`src/hdl/gpc_pkg.sv`:
```
`timescale 1ns / 1ps
// gpc_pkg: shared types and constants for the ground-plane contact force block.
// No dependencies.
package gpc_pkg;

    localparam int FIFO_DEPTH = 4;
    localparam int FIFO_AW    = 2;

    typedef enum logic [1:0] {
        CFG_PLANE_HEIGHT  = 2'd0,
        CFG_LOCKING_SPEED = 2'd1,
        CFG_STIFFNESS     = 2'd2,
        CFG_DAMPING       = 2'd3
    } cfg_idx_t;

    typedef struct packed {
        logic [7:0]         body;
        logic signed [31:0] lx;
        logic signed [31:0] ly;
        logic signed [31:0] lz;
        logic signed [31:0] px;
        logic signed [31:0] py;
        logic signed [31:0] pz;
    } pass_t;

    typedef struct packed {
        pass_t              pass;
        logic signed [31:0] vx;
        logic signed [31:0] vy;
        logic signed [31:0] vz;
        logic [17:0]        mu;
        logic [31:0]        depth;
    } item_t;

    typedef struct packed {
        logic        push;
        logic        full;
    } q_ctl_t;

    typedef struct packed {
        logic [32:0] f;
        logic [31:0] ax;
        logic [31:0] az;
        logic        posx;
        logic        posz;
    } side_t;

    typedef struct packed {
        logic [31:0] rem;
        logic [31:0] q;
        logic [31:0] low;
        logic        sat;
    } div_t;

endpackage

```
`src/hdl/gpc_fifo.sv`:
```
`timescale 1ns / 1ps
// gpc_fifo: short queue between front and back; drains one entry per cycle.
// Depends on gpc_pkg.
module gpc_fifo (
    input  logic            clk,
    input  logic            rst_n,
    input  gpc_pkg::q_ctl_t ctl,
    input  gpc_pkg::item_t  wr_item,
    output logic            full,
    output logic            rd_valid,
    output gpc_pkg::item_t  rd_item
);
    gpc_pkg::item_t mem [gpc_pkg::FIFO_DEPTH];
    logic [gpc_pkg::FIFO_AW-1:0] wptr_reg, rptr_reg;
    logic [gpc_pkg::FIFO_AW:0]   cnt_reg, cnt_next;
    logic                        pop, valid_reg;
    gpc_pkg::item_t              data_reg;

    assign pop  = (cnt_reg != '0);
    // one slot kept for the item held in the front register
    assign full = (cnt_reg >= (gpc_pkg::FIFO_AW+1)'(gpc_pkg::FIFO_DEPTH - 1));

    always_comb
    begin
        cnt_next = cnt_reg + (gpc_pkg::FIFO_AW+1)'(ctl.push) - (gpc_pkg::FIFO_AW+1)'(pop);
    end

    always_ff @(posedge clk or negedge rst_n)
    begin
        if (!rst_n)
        begin
            wptr_reg  <= '0;
            rptr_reg  <= '0;
            cnt_reg   <= '0;
            valid_reg <= 1'b0;
        end
        else
        begin
            if (ctl.push)
                wptr_reg <= wptr_reg + 1'b1;
            if (pop)
                rptr_reg <= rptr_reg + 1'b1;
            cnt_reg   <= cnt_next;
            valid_reg <= pop;
        end
    end

    always_ff @(posedge clk)
    begin
        if (ctl.push)
            mem[wptr_reg] <= wr_item;
        if (pop)
            data_reg <= mem[rptr_reg];
    end

    assign rd_valid = valid_reg;
    assign rd_item  = data_reg;
endmodule

```
`config.mk`:
```
export PLATFORM = sky130hd
export DESIGN_NAME = gpc_fifo
export DESIGN_NICKNAME = d
export VERILOG_FILES = /design/src/hdl/gpc_pkg.sv /design/src/hdl/gpc_fifo.sv
export SDC_FILE = /design/constraint.sdc
export NUM_CORES = 1
export LEC_CHECK = 0
export BUFFER_PORTS_ARGS = -buffer_cell sky130_fd_sc_hd__buf_2
export CELL_PAD_IN_SITES_DETAIL_PLACEMENT = 0
export CELL_PAD_IN_SITES_GLOBAL_PLACEMENT = 1
export CORE_MARGIN = 5
export CORE_UTILIZATION = 30
export CTS_CLUSTER_DIAMETER = 80
export DETAILED_ROUTE_END_ITERATION = 10
export PLACE_DENSITY = 0.51
export SLEW_MARGIN = 5
export SYNTH_ARGS = -nofsm -noshare
export SYNTH_HDL_FRONTEND = slang
export SYNTH_SLANG_ARGS = --single-unit
```
`constraint.sdc`:
```
create_clock -name clk -period 27.5 [get_ports clk]
set_input_delay 1.375 -clock clk [delete_from_list [all_inputs] [get_ports clk]]
set_output_delay 1.375 -clock clk [all_outputs]
set_load 0.005 [all_outputs]
```
==> impl_metrics.ini, run 1 <==
[critical_path]
worstPathArrival_ns = 4.76
required_ns = 27.93
rrSetupSlack_ns = 23.36
r2r_end = mem[3][314]
cp-start-kind = primary input
r2r-start = wptr_reg[0]
worst-setup-path-type = primary input to flip-flop
reg2regPathDepth = 5
crit_fanout = 62
crit_path_end_kind = flip-flop

[timing]
period_share_pct = 15.72
worstMarginPinSlew_ns = 1.149
fin_skew_ns = 0.02665
relSlewSlack_pct = 23.37
rsz0062_at_grt = no
max_freq_mhz = 231.3
fin_crit_ns = 4.323
setup_tns_ns = 0
whs_ns = 0.4244
finalSetupViolations = 0
final_hold_viol_count = 0
layout_setup_ws_ns = 23.18
finalMaxSlewViolations = 0

[floorplan]
die_h_um = 463.7
die_area_um2 = 215100
rows = 166
boundaryPins = 698
die_x_um = 463.7
core_area_um2 = 204800
start_util_pct = 30.16

[synthesis]
synthCells = 2191
ys_warn_count = 0
syn_area_um2 = 61770
seq_area_frac_synth_pct = 84.43
ys_ff_latch = 1738
syn_nets = 2549
avgSynthCellArea_um2 = 28.19
synth.distinct_cells = 19

[drt]
drt_iter0_markers = 1766
drc = 0
drtPass1Iterations = 5
antenna_left = 0
via_per_inst = 4.529
wl_per_cell_um = 25.10
totalWireLength_mm = 147.9
vias = 26680

[power_and_ir_drop]
p_leak_nw = 25.71
peakVddDrop_mv = 0.07249
p_per_area_nw_per_um2 = 109.9

[global_route]
grt_overflow_total = 0
grt_pass1_vias = 28020
grtUsageTotal_pct = 13.44
grt_antenna_before_repair = 86
grt_pass1_wl_mm = 211.2
grt_max_degree = 131

[clock_network]
cts_tree = done
clockBufferDepth = 3
clk_latency_ns = 0.82
hold_buffers = 0
clk_pin_slew_ns = 0.06
numCtsBuffers = 193
cts_resized = 0
clock_tree.root_cell = clkbuf_16
post_cts_buffers = 0
cts_num_sinks = 1738
htree_levels = 4

[final_layout]
largest_register_ffs = 1384
drive_above_1_share_pct = 34.19
fin_nets = 3401
syn2layout_area_growth_pct = 20.57

[placed_design]
gp_congestion = 0.7067
portBuffers = 696
place_ws_ns = 22.18
hpwl_mm = 88.91

[outcome]
status = finished, final reports clean

[flow_run]
maxCapViolCount = 0

[min_path]
hold_path_class = primary input to async pin
[through the flow]
step           power (mW)  util (%)  cell area [um^2]  std cells
3_5_place_dp        5.852     33.37             68340       5536
4_1_cts             8.380     36.34             74420       5873
6_report            8.181     36.36             74470       5892
2_1_floorplan       5.172         -             61770       2191
3_3_place_gp        5.836     33.37             68340       5536
5_1_grt             8.588     36.34             74430       5875
[worst max-delay path, stage by stage]
cell    delay [ns]
buf_2         0.17
and2_4        0.61
buf_4         0.89
buf_4         0.77
buf_4         0.65
[area by class of cell]
class | count | area [um^2]
timing repair buffer | 735 | 3826
clock inverter | 91 | 930.9
sequential | 1738 | 52160
tap | 2688 | 3363
multi-input combinational | 368 | 8967
fill | 18750 | 130300
inverter | 7 | 26.28
clock buffer | 246 | 5152
antenna | 19 | 47.55
[per-layer routing]
metal | vias to the layer above | GRT usage, % | wire length [um]
li1 | 11490 | - | -
met2 | 791 | 22.25 | 72020
met4 | 32 | 3.753 | 4084
met5 | - | 0 | 212
met1 | 14050 | 16.38 | 59620
met3 | 321 | 5.302 | 11950
[placed cells by master, fill, tap and decap left out, types with 6 or more instances in the layout]
| master | n |
|---|---|
| buf_2 | 696 |
| buf_4 | 35 |
| bufinv_16 | 15 |
| clkbuf_1 | 44 |
| clkbuf_16 | 196 |
| clkbuf_8 | 6 |
| clkinv_1 | 36 |
| clkinv_2 | 23 |
| dfrtp_1 | 6 |
| diode_2 | 19 |
| edfxtp_1 | 1730 |
| ha_1 | 7 |
| inv_1 | 7 |
| mux4_1 | 256 |
| mux4_2 | 90 |
[power by group]
part | total, mW | switching [mW] | internal [mW]
combinational | 1.73 | 1.01 | 0.716
clock | 2.48 | 1.02 | 1.46
sequential | 3.97 | 0.185 | 3.78
total | 8.18 | 2.22 | 5.96
[cell usage after synthesis]
master    count  area, um^2
nand2_1       2       7.510
dfrtp_1       8       200.2
buf_8         4       60.06
xnor2_1       2       17.52
buf_4         2       15.01
edfxtp_1   1730       51950
o31ai_1       1       7.510
buf_2        35       175.2
clkbuf_1      4       15.01
mux4_1      256        6726
or3_1         1       6.260
mux4_2       90        2027
inv_1         7       26.28
xor2_1        2       17.52
buf_6        33       371.6
and2_1        4       25.02
o21ai_0       2       10.01
fa_1          1       20.02
ha_1          7       87.58
[logic make-up (layout without fill, tap and decap cells)]
| group | Yosys count | after routing | synth area share, % |
|---|---|---|---|
| flops | 1738 | 1738 | 84.43 |
| mux | 346 | 346 | 14.17 |
| buf+inv | 85 | 1079 | 1.074 |
| fa+ha+maj | 8 | 8 | 0.1742 |
| simple gates | 7 | 7 | 0.06280 |
| xor+xnor | 4 | 4 | 0.05673 |
| compound gates | 3 | 3 | 0.02837 |
| other cells | 0 | 19 | 0 |
[worst max-delay path by stage]
stage                     startpoint           to  slack, ns  cells after the start
after global routing          ctl[1]  mem[3][331]      22.97                      5
after CTS                     ctl[1]  mem[3][336]      23.09                      5
after detailed placement      ctl[1]  mem[3][323]      22.18                      5
final                         ctl[1]  mem[3][314]      23.18                      5
after floorplan           cnt_reg[1]   cnt_reg[2]      17.56                      7
after global placement        ctl[1]  mem[3][311]      22.17                      5
(Power assumes the default switching activity.)
==> run 2: changes to the inputs <==
--- a/config.mk
+++ b/config.mk
@@ -12,7 +12,7 @@
 export CORE_UTILIZATION = 30
 export CTS_CLUSTER_DIAMETER = 80
 export DETAILED_ROUTE_END_ITERATION = 10
-export PLACE_DENSITY = 0.51
+export PLACE_DENSITY = 0.52
 export SLEW_MARGIN = 5
 export SYNTH_ARGS = -nofsm -noshare
 export SYNTH_HDL_FRONTEND = slang
==> constraint.sdc (replaced) <==
create_clock -name clk -period 3.74 [get_ports clk]
set_input_delay 0.187 -clock clk [delete_from_list [all_inputs] [get_ports clk]]
set_output_delay 0.187 -clock clk [all_outputs]
set_load 0.005 [all_outputs]
==> run 2 against run 1 <==
Sequential share of layout area fell by 3.6 points. Critical path type is now flip-flop to flip-flop. Die area is the same. Final cell count grew 6.4%. Sequential power increased to 7.3 times the previous value. Via count up 4.2%. First-iteration DRC count is 4.2% lower. Hold slack got worse by 0.29 ns. Non-clock buffer count up 358. Utilization is 2.0 points higher. Design area increased by 5.4%. Routed wire length fell by 0.96%.
==> impl_metrics.ini, run 2 (same netlist as run 1, synthesis figures left out) <==
[outcome]
status = finished, final reports clean

[power_and_ir_drop]
peakVddDrop_mv = 0.6479
p_per_area_nw_per_um2 = 775.4
p_leak_nw = 27.35
finalPower_mw = 60.86

[critical_path]
worst-setup-path-type = flip-flop to flip-flop
reg2regPathDepth = 3
worstPathArrival_ns = 2.69
path_cells = buf_12, buf_12, mux4_1
crit_family = buffers and inverters
slowest_delay_ns = 0.62
crit_fanout = 38
crit_path_end_kind = flip-flop
cpMostUsedCell = buf_12
cp-start-kind = flip-flop
critPathBufInv = 2
cp_slowest_cell = dfrtp_4
crit_cells = 3
required_ns = 4.27

[clock_network]
clock_tree.root_cell = clkbuf_16
htree_levels = 4
cts_num_sinks = 1738
clockBufferDepth = 3
post_cts_buffers = 0
cts_tree = done
clk_pin_slew_ns = 0.06
numCtsBuffers = 192
cts_resized = 0
clk_latency_ns = 0.80

[timing]
fin_skew_ns = 0.03144
finalMaxSlewViolations = 0
finalSetupViolations = 0
setup_tns_ns = 0
layout_setup_ws_ns = 1.585
rsz0062_at_grt = no
relSlewSlack_pct = 31.34
worstMarginPinSlew_ns = 1.030
max_freq_mhz = 464.0
fin_crit_ns = 2.155
period_share_pct = 57.62
final_hold_viol_count = 0

[flow_run]
maxCapViolCount = 0

[floorplan]
rows = 166
die_h_um = 463.7
start_util_pct = 30.16
die_x_um = 463.7
boundaryPins = 698
core_area_um2 = 204800
die_area_um2 = 215100

[final_layout]
drive_above_1_share_pct = 30.97
fin_nets = 3758
layout_commonest_cell = edfxtp_1
fin_util_pct = 38.33
most-common-layout-cells = edfxtp_1, buf_2, dlygate4sd3_1, mux4_1, clkbuf_16
regArea_um2 = 52160
fillers = 18540
largest_register_ffs = 1384
multi_input_area_um2 = 8967
syn2layout_area_growth_pct = 27.07

[drt]
antenna_left = 0
via_per_inst = 4.434
drtPass1Iterations = 5
drt_iter0_markers = 1692
wl_per_cell_um = 23.36
vias = 27800
totalWireLength_mm = 146.5
drc = 0

[global_route]
grt_pass1_vias = 29850
grt_max_degree = 119
grt_pass1_wl_mm = 213.1
grtUsageTotal_pct = 13.38
grt_overflow_total = 0
grt_antenna_before_repair = 32

[placed_design]
hpwl_mm = 87.88
portBuffers = 696
gp_congestion = 0.7254
place_ws_ns = 1.482

[min_path]
hold_depth = 2
hold_path_class = primary input to flip-flop
==> run 2: changes by cell type in the layout (fill, tap and decap cells not counted), sizes merged <==
cell,delta
diode,+5
clkbuf,+5
clkinv,+9
buf,+9
clkinvlp,+1
dlygate4sd3,+349
bufinv,-1
inv,+1
==> run 2: worst paths after layout <==
path / start / endpoint / slack [ns]
worst max-delay path: rptr_reg[0] / rd_item[260] / 1.59
worst min-delay path: wr_item[56] / mem[3][56] / 0.13
worst max register to register: rptr_reg[0] / rd_item[260] / 1.59
worst min register to register: wptr_reg[0] / wptr_reg[0] / 0.54
max in group asynchronous: rst_n / rptr_reg[0] / 2.80
min in group asynchronous: rst_n / rd_valid / 0.48
==> run 2: per-stage QoR <==
step / cell area [um^2] / cells / hold slack, ns
final: 78490 / 6270 / 0.1321
after global routing: 78480 / 6267 / 0.06874
after CTS: 78430 / 6246 / 0.02389
after detailed placement: 68810 / 5545 / 0.09446
after global placement: 68810 / 5545 / 0.08932
after floorplan: 61780 / 2191 / -0.1086
==> run 2: layer usage <==
metal  vias up  track usage [%]  wire [um]
met5         -                0         55
met4         8            4.944       5292
met3       260            4.888      11100
met2       752            22.08      71280
met1     14550            16.12      58730
li1      12230                -          -
==> run 2: final cells by class <==
type / instances / share of cell area [%]
antenna: 24 / 0.07652
clock buffer: 251 / 6.593
clock inverter: 101 / 1.212
inverter: 7 / 0.03348
multi-input combinational: 368 / 11.43
sequential: 1738 / 66.45
tap: 2688 / 4.285
timing repair buffer: 1093 / 9.922
==> run 2: timing repair <==
action / 4_1_cts / 5_1_grt
hold buffers: 349 / 0
hold endpoints to repair: 1404 / 0
setup endpoints to repair: 0 / 0
==> run 2: where the power goes <==
part	leakage [nW]	total, mW	switching, mW	internal, mW
logic	7.97	13.5	7.65	5.86
registers	16.4	29.1	1.31	27.8
clock network	2.98	18.3	7.55	10.7
